File: config.mk
export PLATFORM = sky130hd
export DESIGN_NAME = mlsc_ctrl
export DESIGN_NICKNAME = d
export VERILOG_FILES = /design/src/design/mlsc_pkg.sv /design/src/design/mlsc_ctrl.sv
export SDC_FILE = /design/constraint.sdc
export NUM_CORES = 1
export LEC_CHECK = 0
export ABC_AREA = 1
export BUFFER_PORTS_ARGS = -buffer_cell sky130_fd_sc_hd__buf_2
export CELL_PAD_IN_SITES_DETAIL_PLACEMENT = 2
export CELL_PAD_IN_SITES_GLOBAL_PLACEMENT = 2
export CORE_MARGIN = 1.5
export CORE_UTILIZATION = 20
export CTS_CLUSTER_DIAMETER = 150
export DETAILED_ROUTE_END_ITERATION = 6
export GPL_TIMING_DRIVEN = 1
export PLACE_DENSITY_LB_ADDON = 0.12
export SLEW_MARGIN = 20
export SYNTH_ARGS = -nofsm -noshare
export SYNTH_HDL_FRONTEND = slang
export SYNTH_SLANG_ARGS = --single-unit
File: constraint.sdc
create_clock -name clk -period 1.6 [get_ports clk]
set_clock_uncertainty 0.1 [all_clocks]
set_input_delay 0 -clock clk [delete_from_list [all_inputs] [get_ports clk]]
set_output_delay 0 -clock clk [all_outputs]
set_load 0.02 [all_outputs]
File: src/design/mlsc_pkg.sv
// ----------------------------------------------------------------------------
// mlsc_pkg
// Shared types and constants of the monochrome LCD SPI controller: operation
// and command codes, controller states and the control/status words.
// ----------------------------------------------------------------------------
package mlsc_pkg;

    // default panel geometry
    localparam int PANEL_COLUMNS_DEF = 128;
    localparam int PANEL_ROWS_DEF    = 64;

    // operation carried with each input word
    typedef enum logic [1:0] {
        OP_SPI       = 2'd0,
        OP_RESET_PIN = 2'd1,
        OP_READ      = 2'd2,
        OP_UNUSED    = 2'd3
    } op_t;

    // command bytes and their match masks
    localparam logic [7:0] CMD_CLEAR       = 8'hE2;
    localparam logic [7:0] CMD_START_MASK  = 8'hC0;
    localparam logic [7:0] CMD_START_CODE  = 8'h40;
    localparam logic [7:0] CMD_NIBBLE_MASK = 8'hF0;
    localparam logic [7:0] CMD_PAGE_CODE   = 8'hB0;
    localparam logic [7:0] CMD_COL_HI_CODE = 8'h10;
    localparam logic [7:0] CMD_COL_LO_CODE = 8'h00;

    // class of the held word, as seen by the controller
    typedef enum logic [1:0] {
        KIND_OTHER = 2'd0,
        KIND_READ  = 2'd1,
        KIND_CLEAR = 2'd2
    } kind_t;

    // controller states
    typedef enum logic [1:0] {
        ST_CLEAR = 2'd0,
        ST_IDLE  = 2'd1,
        ST_EXEC  = 2'd2,
        ST_READ  = 2'd3
    } state_t;

    // controller to datapath
    typedef struct packed {
        logic capture;
        logic execute;
        logic load_out;
        logic load_read;
        logic sweep;
    } dp_cmd_t;

    // datapath to controller
    typedef struct packed {
        kind_t kind;
        logic  sweep_last;
        logic  out_free;
    } dp_status_t;

endpackage

File: src/design/mlsc_ctrl.sv
// ----------------------------------------------------------------------------
// mlsc_ctrl
// Controller state machine: takes a word, runs it through the datapath once
// the result register is free, and sequences the frame store clearing sweep.
// ----------------------------------------------------------------------------
module mlsc_ctrl (
    input  logic                 clk,
    input  logic                 rst_n,
    input  logic                 in_valid,
    output logic                 in_ready,
    input  mlsc_pkg::dp_status_t status,
    output mlsc_pkg::dp_cmd_t    cmd
);

    mlsc_pkg::state_t state_reg;
    mlsc_pkg::state_t state_next;

    // state register, reset starts with a clearing sweep
    always_ff @(posedge clk or negedge rst_n)
    begin
        if (!rst_n)
        begin
            state_reg <= mlsc_pkg::ST_CLEAR;
        end
        else
        begin
            state_reg <= state_next;
        end
    end

    // next state and commands
    always_comb
    begin
        state_next = state_reg;
        cmd        = '0;
        in_ready   = 1'b0;
        unique case (state_reg)
            mlsc_pkg::ST_CLEAR:
            begin
                cmd.sweep = 1'b1;
                if (status.sweep_last)
                begin
                    state_next = mlsc_pkg::ST_IDLE;
                end
            end
            mlsc_pkg::ST_IDLE:
            begin
                in_ready = 1'b1;
                if (in_valid)
                begin
                    cmd.capture = 1'b1;
                    state_next  = mlsc_pkg::ST_EXEC;
                end
            end
            mlsc_pkg::ST_EXEC:
            begin
                if (status.out_free)
                begin
                    cmd.execute = 1'b1;
                    unique case (status.kind)
                        mlsc_pkg::KIND_READ:
                        begin
                            state_next = mlsc_pkg::ST_READ;
                        end
                        mlsc_pkg::KIND_CLEAR:
                        begin
                            cmd.load_out = 1'b1;
                            state_next   = mlsc_pkg::ST_CLEAR;
                        end
                        default:
                        begin
                            cmd.load_out = 1'b1;
                            state_next   = mlsc_pkg::ST_IDLE;
                        end
                    endcase
                end
            end
            mlsc_pkg::ST_READ:
            begin
                cmd.load_read = 1'b1;
                state_next    = mlsc_pkg::ST_IDLE;
            end
        endcase
    end

endmodule

# After elaboration in Yosys (flattened, before gate mapping)
# Cells that the tools add are included.
word_totals:
  reg_bits: 2
  inputBits: 7
  out_inout_bits: 6
  word_cells: 24
op_classes:
  n_eq_ne: 8
  mux: 13
  reduce_logical: 2
op_table:
  columns: ["operator", "n"]
  rows:
  - ["$mux 2", 5]
  - ["$pmux 2 s4", 1]
  - ["$eq 2x2->1 const B", 3]
  - ["$mux 1", 6]
  - ["$ne 2x2->1 const B", 3]
  - ["$eq 2x1->1 const B", 2]
  - ["$pmux 2 s2", 1]
  - ["$reduce_and 3->1", 1]
  - ["$logic_not 2->1", 1]

# Logic depth before layout (Yosys ltp)
# Gate-level depths: netlist of run 1.
depth:
  word_depth: 4
  depth_mapped: 7
  depth_no_buf: 7

# Least setup slack after synthesis of run 1
# OpenSTA, ideal clock, no wires.
synth_path:
  kind: "reg2reg"
  start: "reg state_reg[1]"
  end: "reg state_reg[1]"
  setup_time_ps: 117
  arrival_time_ps: 1067
  required_ps: 1383
  setup_slack_ps: 315
  path_stages_with_launch: 8
  path_buffers: 0
  period_less_slack_ps: 1285
  path_cell_list: "dfrtp_1 -> inv_1 -> ha_1 -> nand2_4 -> nand2_1 -> nor2_1 -> nand3_1 -> nand2_1"
synth_between:
  elab_chain_cells: 3
  word_cells_on_any_way: 9
  classes_between: "eq/ne (6); mux (1); reduce/logical (2)"
synth_rtl:
  columns: ["item", "line", "rtl"]
  rows:
  - ["start, declared", "mlsc_ctrl.sv:15", "mlsc_pkg::state_t state_reg;"]
  - ["start signal, assigned", "mlsc_ctrl.sv:23", "state_reg <= mlsc_pkg::ST_CLEAR;"]
  - ["start signal, assigned", "mlsc_ctrl.sv:27", "state_reg <= state_next;"]
  - ["$eq 2x2->1, or another cell as far along", "mlsc_ctrl.sv:37", "unique case (state_reg)"]
  - ["$ne 2x2->1 (no source line)", null, null]
  - ["$reduce_and 3->1 (no source line)", null, null]
# Parallel ways exist; a longest one is shown, timed or not.
# A chain may end at the register's enable or synchronous reset.

==> flow_metrics.py, run 1 <==
metrics = {
    "outcome": {
        "status": "finished, final reports clean",
    },
    "layout": {
        "diodes": 0,
        "area_growth_syn_to_layout_pct": 45.50,
        "largest_reg_flops": 2,
        "n_fill_cell": 150,
        "final_nets": 70,
        "drive_above_1_share": 0.3455,
    },
    "clock_network": {
        "cts_buffers": 3,
        "cts_tree": "done",
        "cts_root_buf": "clkbuf_4",
        "h-tree-depth": 1,
        "clk_path_buf_depth": 2,
        "clock_sinks": 2,
        "clkTransAtPathRegs_ns": 0.03,
        "clkLatencyLatePin_ns": 0.23,
    },
    "timing": {
        "min_period_ns": 1.431,
        "setup_tns_ns": 0,
        "finalCritPeriodShare": 0.8942,
        "rsz0062_at_grt": "no",
        "finalHoldViolCount": 0,
        "finalSetupViolations": 0,
        "fmax_ghz": 0.6989,
        "slew_headroom": 0.8676,
        "setup_slack_ns": 0.1692,
        "max_slew.worst_pin.slew_ns": 0.1986,
        "report.final.slew_viol_count": 0,
    },
    "worst_setup_path": {
        "cpPeakStageDelay_ns": 0.42,
        "cp_max_fo": 5,
        "critical_path_arrival_ns": 1.33,
        "cp_slowest_cell": "dfrtp_1",
        "r2r-start": "state_reg[0]$_DFFE_PN0P_",
        "crit_required_ns": 1.50,
        "rr_worst_depth": 6,
        "crit_buf_inv": 3,
        "path_delay_family": "flip-flops",
        "cp-start-kind": "register",
        "startpoint": "state_reg[0]$_DFFE_PN0P_",
        "criticalPathCategory": "register to output port",
        "critPathCaptureType": "output port",
        "crit_top_cell": "inv_1",
        "crit_chain": "inv_1 -> ha_1 -> nand2_1 -> inv_1 -> buf_2",
        "crit_cells": 5,
    },
    "synthesis": {
        "ys_top_cells_by_area": "ha_1, dfrtp_1, inv_1, nand2_1, nand3_1",
        "ys_seq_area_frac": 0.1896,
        "mappedNetlistNets": 51,
        "yosysTopAreaCell": "ha_1",
        "synth.top_cell.area_share": 0.2844,
        "avgSynthCellArea_um2": 6.947,
        "synth_seq_cells": 2,
        "yosysUniqueCellTypes": 12,
        "synthCells": 38,
        "yosysWarnings": 0,
        "synth_area_um2": 264.0,
    },
    "global_route": {
        "grt_pass1_wl_um": 1242,
        "grt_start_max_net_pins": 6,
        "grt_util_all_layers": 0.1351,
        "grt-ovfl-total": 0,
        "grt_pass1_vias": 306,
        "antenna_found_initial": 0,
    },
    "placement": {
        "routabilityCongestion": 0.7530,
        "portBuffers": 12,
        "dpl.hpwl_um": 660.3,
        "dp_slack_ns": 0.2199,
    },
    "floorplan": {
        "core_area_mm2": 0.001171,
        "pin_count": 13,
        "floorplan.initialDensity": 0.2254,
        "die_w_um": 39.33,
        "dieArea_mm2": 0.001547,
        "dieHeight_um": 39.33,
        "rows": 12,
    },
    "pwr": {
        "power.leakage_nw": 0.2628,
        "p_per_area_mw_per_mm2": 1541,
        "ir_worst_vdd_uv": 534.9,
    },
    "routing": {
        "drt_wl_total_um": 789,
        "vias": 288,
        "viasPerCell": 4.174,
        "antenna_left": 0,
        "first_iter_violations": 3,
        "drtPass1Iterations": 2,
        "wl_per_cell_um": 11.43,
        "route.detailed.drc": 0,
    },
    "min_path": {
        "hold_start": "status[3]",
        "hold_depth": 4,
        "hold_class": "primary input to register",
    },
    "flow_run": {
        "cap_viol_max_count": 0,
    },
}
worst paths after layout:
kind / endpoint / slack, ns
min in group asynchronous: state_reg[1]$_DFFE_PN0P_ / 0.55
worst min-delay path: state_reg[0]$_DFFE_PN0P_ / 0.007
worst min register to register: state_reg[1]$_DFFE_PN0P_ / 0.49
max in group asynchronous: state_reg[0]$_DFFE_PN0P_ / 0.72
worst max register to register: state_reg[0]$_DFFE_PN0P_ / 0.23
worst max-delay path: cmd[3] / 0.17
cell type report:
type / instances / area, um^2 / area share
clock buffers: 3 / 22.52 / 0.05863
inverters: 11 / 41.29 / 0.1075
multi-input cells: 25 / 172.7 / 0.4495
flip-flops and latches: 2 / 50.05 / 0.1303
well taps: 14 / 17.52 / 0.04560
repair buffers: 14 / 80.08 / 0.2085
through the flow:
stage	hold slack, ns	std cells	power (mW)	area, um^2	utilization
6_report	0.006969	69	0.5918	384.1	0.3280
3_5_place_dp	-0.3115	64	0.4818	341.6	0.2917
4_1_cts	0.01315	69	0.6088	384.1	0.3280
2_1_floorplan	-0.3956	38	0.3762	264.0	-
5_1_grt	0.07868	69	0.6581	384.1	0.3280
3_3_place_gp	-0.3131	64	0.4690	341.6	0.2917
cell usage in the layout, fill, tap and decap left out:
master         count
buf_2             12
inv_1             11
nand2_1            8
ha_1               6
nand3_1            3
clkbuf_4           3
nand2_2            2
dlygate4sd3_1      2
dfrtp_1            2
a21oi_1            1
nand2_4            1
nand3_2            1
o21ai_0            1
o21ai_1            1
nor2_1             1
cell usage after synthesis:
cell type / number
nor2_1: 1
nand2_4: 1
o21ai_1: 1
a21oi_1: 1
nand3_1: 3
nand3_2: 1
nand2_2: 2
ha_1: 6
o21ai_0: 1
dfrtp_1: 2
nand2_1: 8
inv_1: 11
worst min-delay path, delay by kind of cell:
family	cells	cell delay [ns]
compound gates	2	0.13
buf+inv	1	0.09
simple gates	1	0.06
metal layers:
metal | GRT usage | vias to the layer above | routed length, um
met5 | 0 | - | 0
met4 | 0.07759 | 0 | 8
met3 | 0.05114 | 2 | 30
met2 | 0.2542 | 6 | 443
met1 | 0.1199 | 134 | 306
li1 | - | 146 | -
kinds of logic (layout without fill, tap and decap cells):
family | after synthesis | after routing | share of synthesized area
buffers and inverters | 11 | 28 | 0.1564
AO/OA/AOI/OAI | 3 | 3 | 0.05682
adder cells (fa/ha/maj) | 6 | 6 | 0.2844
AND/OR/NAND/NOR | 16 | 16 | 0.3128
flip-flops | 2 | 2 | 0.1896
what timing repair did:
action	in CTS	in global routing
setup buffers	0	0
gates resized for setup	0	0
hold buffers	2	0
endpoints found under the hold margin	2	0
power breakdown:
part	leakage, nW	switching [mW]	internal (mW)	total, mW
sequential	0.0248	0.0312	0.0741	0.105
clock	0.0138	0.0305	0.0828	0.113
combinational	0.224	0.237	0.136	0.373
total	0.263	0.298	0.293	0.592
(Power assumes the default switching activity.)
==> run 2, diff against run 1 <==
--- a/config.mk
+++ b/config.mk
@@ -9,7 +9,7 @@
 export BUFFER_PORTS_ARGS = -buffer_cell sky130_fd_sc_hd__buf_2
 export CELL_PAD_IN_SITES_DETAIL_PLACEMENT = 2
 export CELL_PAD_IN_SITES_GLOBAL_PLACEMENT = 2
-export CORE_MARGIN = 1.5
+export CORE_MARGIN = 3
 export CORE_UTILIZATION = 20
 export CTS_CLUSTER_DIAMETER = 150
 export DETAILED_ROUTE_END_ITERATION = 6
==> run 2 against run 1 <==
Against the previous run: setup slack improved by 0.041 ns; sequential share of layout area unchanged; total power decreased by 0.30%; wire length decreased by 10%; die area increased by 16%; clock power decreased by 4%; first-iteration DRC count decreased by 100%; maximum frequency increased by 2.9%; hold slack improved by 0.029 ns; combinational power increased by 1%; non-clock buffer count unchanged; sequential power about the same.
==> flow_metrics.py, run 2 (synthesis results as in run 1) <==
metrics = {
    "timing": {
        "setup_tns_ns": 0,
        "finalCritPeriodShare": 0.8688,
        "setup_slack_ns": 0.2100,
        "report.final.slew_viol_count": 0,
        "max_slew.worst_pin.slew_ns": 0.1849,
        "slew_headroom": 0.8754,
        "fmax_ghz": 0.7194,
        "finalHoldViolCount": 0,
        "finalSetupViolations": 0,
        "min_period_ns": 1.390,
        "rsz0062_at_grt": "no",
    },
    "placement": {
        "portBuffers": 12,
        "routabilityCongestion": 0.7700,
        "dpl.hpwl_um": 583,
        "placed_area_um2": 341.6,
        "dp_slack_ns": 0.2569,
    },
    "worst_setup_path": {
        "criticalPathCategory": "register to output port",
        "crit_chain": "inv_1 -> ha_1 -> nand2_1 -> a21oi_1 -> buf_2",
        "cp-start-kind": "register",
        "critPathCaptureType": "output port",
        "critical_path_arrival_ns": 1.29,
        "cp_slowest_cell": "dfrtp_1",
        "crit_required_ns": 1.50,
        "cp_max_fo": 5,
        "cpPeakStageDelay_ns": 0.41,
    },
    "clock_network": {
        "cts_root_buf": "clkbuf_4",
        "clk_path_buf_depth": 2,
        "clkLatencyLatePin_ns": 0.22,
        "h-tree-depth": 1,
        "clkTransAtPathRegs_ns": 0.03,
        "cts_tree": "done",
        "cts-resized-gates": 0,
        "cts_buffers": 3,
        "clock_sinks": 2,
    },
    "layout": {
        "diodes": 0,
        "n_fill_cell": 145,
        "final_common_cell": "buf_2",
        "drive_above_1_share": 0.3455,
        "multi_input_area_um2": 172.7,
        "regArea_um2": 50.05,
        "area_growth_syn_to_layout_pct": 45.50,
        "final_nets": 70,
        "final_cell_area_um2": 384.1,
        "final_cell_mix": "buf_2, inv_1, nand2_1, ha_1",
        "largest_reg_flops": 2,
    },
    "routing": {
        "antenna_left": 0,
        "first_iter_violations": 0,
        "route.detailed.drc": 0,
        "drt_wl_total_um": 710,
        "viasPerCell": 4.101,
        "drtPass1Iterations": 1,
        "wl_per_cell_um": 10.29,
        "vias": 283,
    },
    "global_route": {
        "grt_util_all_layers": 0.09565,
        "grt_pass1_wl_um": 1283,
        "antenna_found_initial": 0,
        "grt_pass1_vias": 297,
        "grt_start_max_net_pins": 6,
        "grt-ovfl-total": 0,
    },
    "pwr": {
        "p_total_uw": 590.1,
        "p_per_area_mw_per_mm2": 1536,
        "power.leakage_nw": 0.2628,
        "ir_worst_vdd_uv": 672.3,
    },
    "min_path": {
        "hold_class": "primary input to register",
    },
    "floorplan": {
        "pin_count": 13,
        "dieArea_mm2": 0.001792,
        "die_w_um": 42.33,
        "dieHeight_um": 42.33,
        "core_area_mm2": 0.001171,
        "floorplan.initialDensity": 0.2254,
        "rows": 12,
    },
    "outcome": {
        "status": "finished, final reports clean",
    },
    "flow_run": {
        "cap_viol_max_count": 0,
    },
}
[run 2: cell counts in the layout (fill, tap and decap cells not counted)]
Identical to the previous run, type by type.
[run 2: metal layers]
layer | wire, um | vias to the layer above | part of all wire | track usage
met5 | 0 | - | 0 | 0
met4 | 0 | 0 | 0 | 0.07453
met3 | 34 | 0 | 0.048 | 0.02575
met2 | 362 | 6 | 0.51 | 0.1459
met1 | 313 | 130 | 0.44 | 0.1108
li1 | - | 147 | - | -
[run 2: power breakdown]
| part | leakage (nW) | switching (mW) | internal [mW] | total [mW] |
|---|---|---|---|---|
| clock network | 0.0138 | 0.0264 | 0.0826 | 0.109 |
| logic | 0.224 | 0.239 | 0.137 | 0.377 |
| registers | 0.0248 | 0.0303 | 0.0742 | 0.105 |
[run 2: critical path, delay by kind of cell, from the launching register on]
family          cells  cell delay (ns)
compound gates      1             0.10
fa+ha+maj           1             0.18
buf+inv             2             0.31
flops               1             0.41
simple gates        1             0.06
[run 2: path summary, 6_finish.rpt]
kind,slack [ns],endpoint,depth (start not counted),from
hold / removal,0.04,state_reg[0]$_DFFE_PN0P_,4,status[3]
min in group asynchronous,0.54,state_reg[1]$_DFFE_PN0P_,3,rst_n
setup / recovery,0.21,cmd[2],5,state_reg[0]$_DFFE_PN0P_
setup reg to reg,0.27,state_reg[1]$_DFFE_PN0P_,7,state_reg[0]$_DFFE_PN0P_
hold reg to reg,0.50,state_reg[0]$_DFFE_PN0P_,2,state_reg[0]$_DFFE_PN0P_
max in group asynchronous,0.74,state_reg[0]$_DFFE_PN0P_,3,rst_n
[run 2: cell type report]
| type | count | share of cell area |
|---|---|---|
| clock buffers | 3 | 0.05863 |
| well taps | 14 | 0.04560 |
| repair buffers | 14 | 0.2085 |
| flip-flops and latches | 2 | 0.1303 |
| multi-input cells | 25 | 0.4495 |
| inverters | 11 | 0.1075 |
[run 2: per-stage QoR]
step	util	hold slack, ns	cells
3_5_place_dp	0.2917	-0.3138	64
6_report	0.3280	0.03588	69
3_3_place_gp	0.2917	-0.3158	64
4_1_cts	0.3280	0.04160	69
2_1_floorplan	-	-0.3956	38
5_1_grt	0.3280	0.08445	69
[run 2: timing repair]
item,in CTS,in global routing
endpoints found under the hold margin,2,0
buffers inserted,0,0
hold buffers,2,0
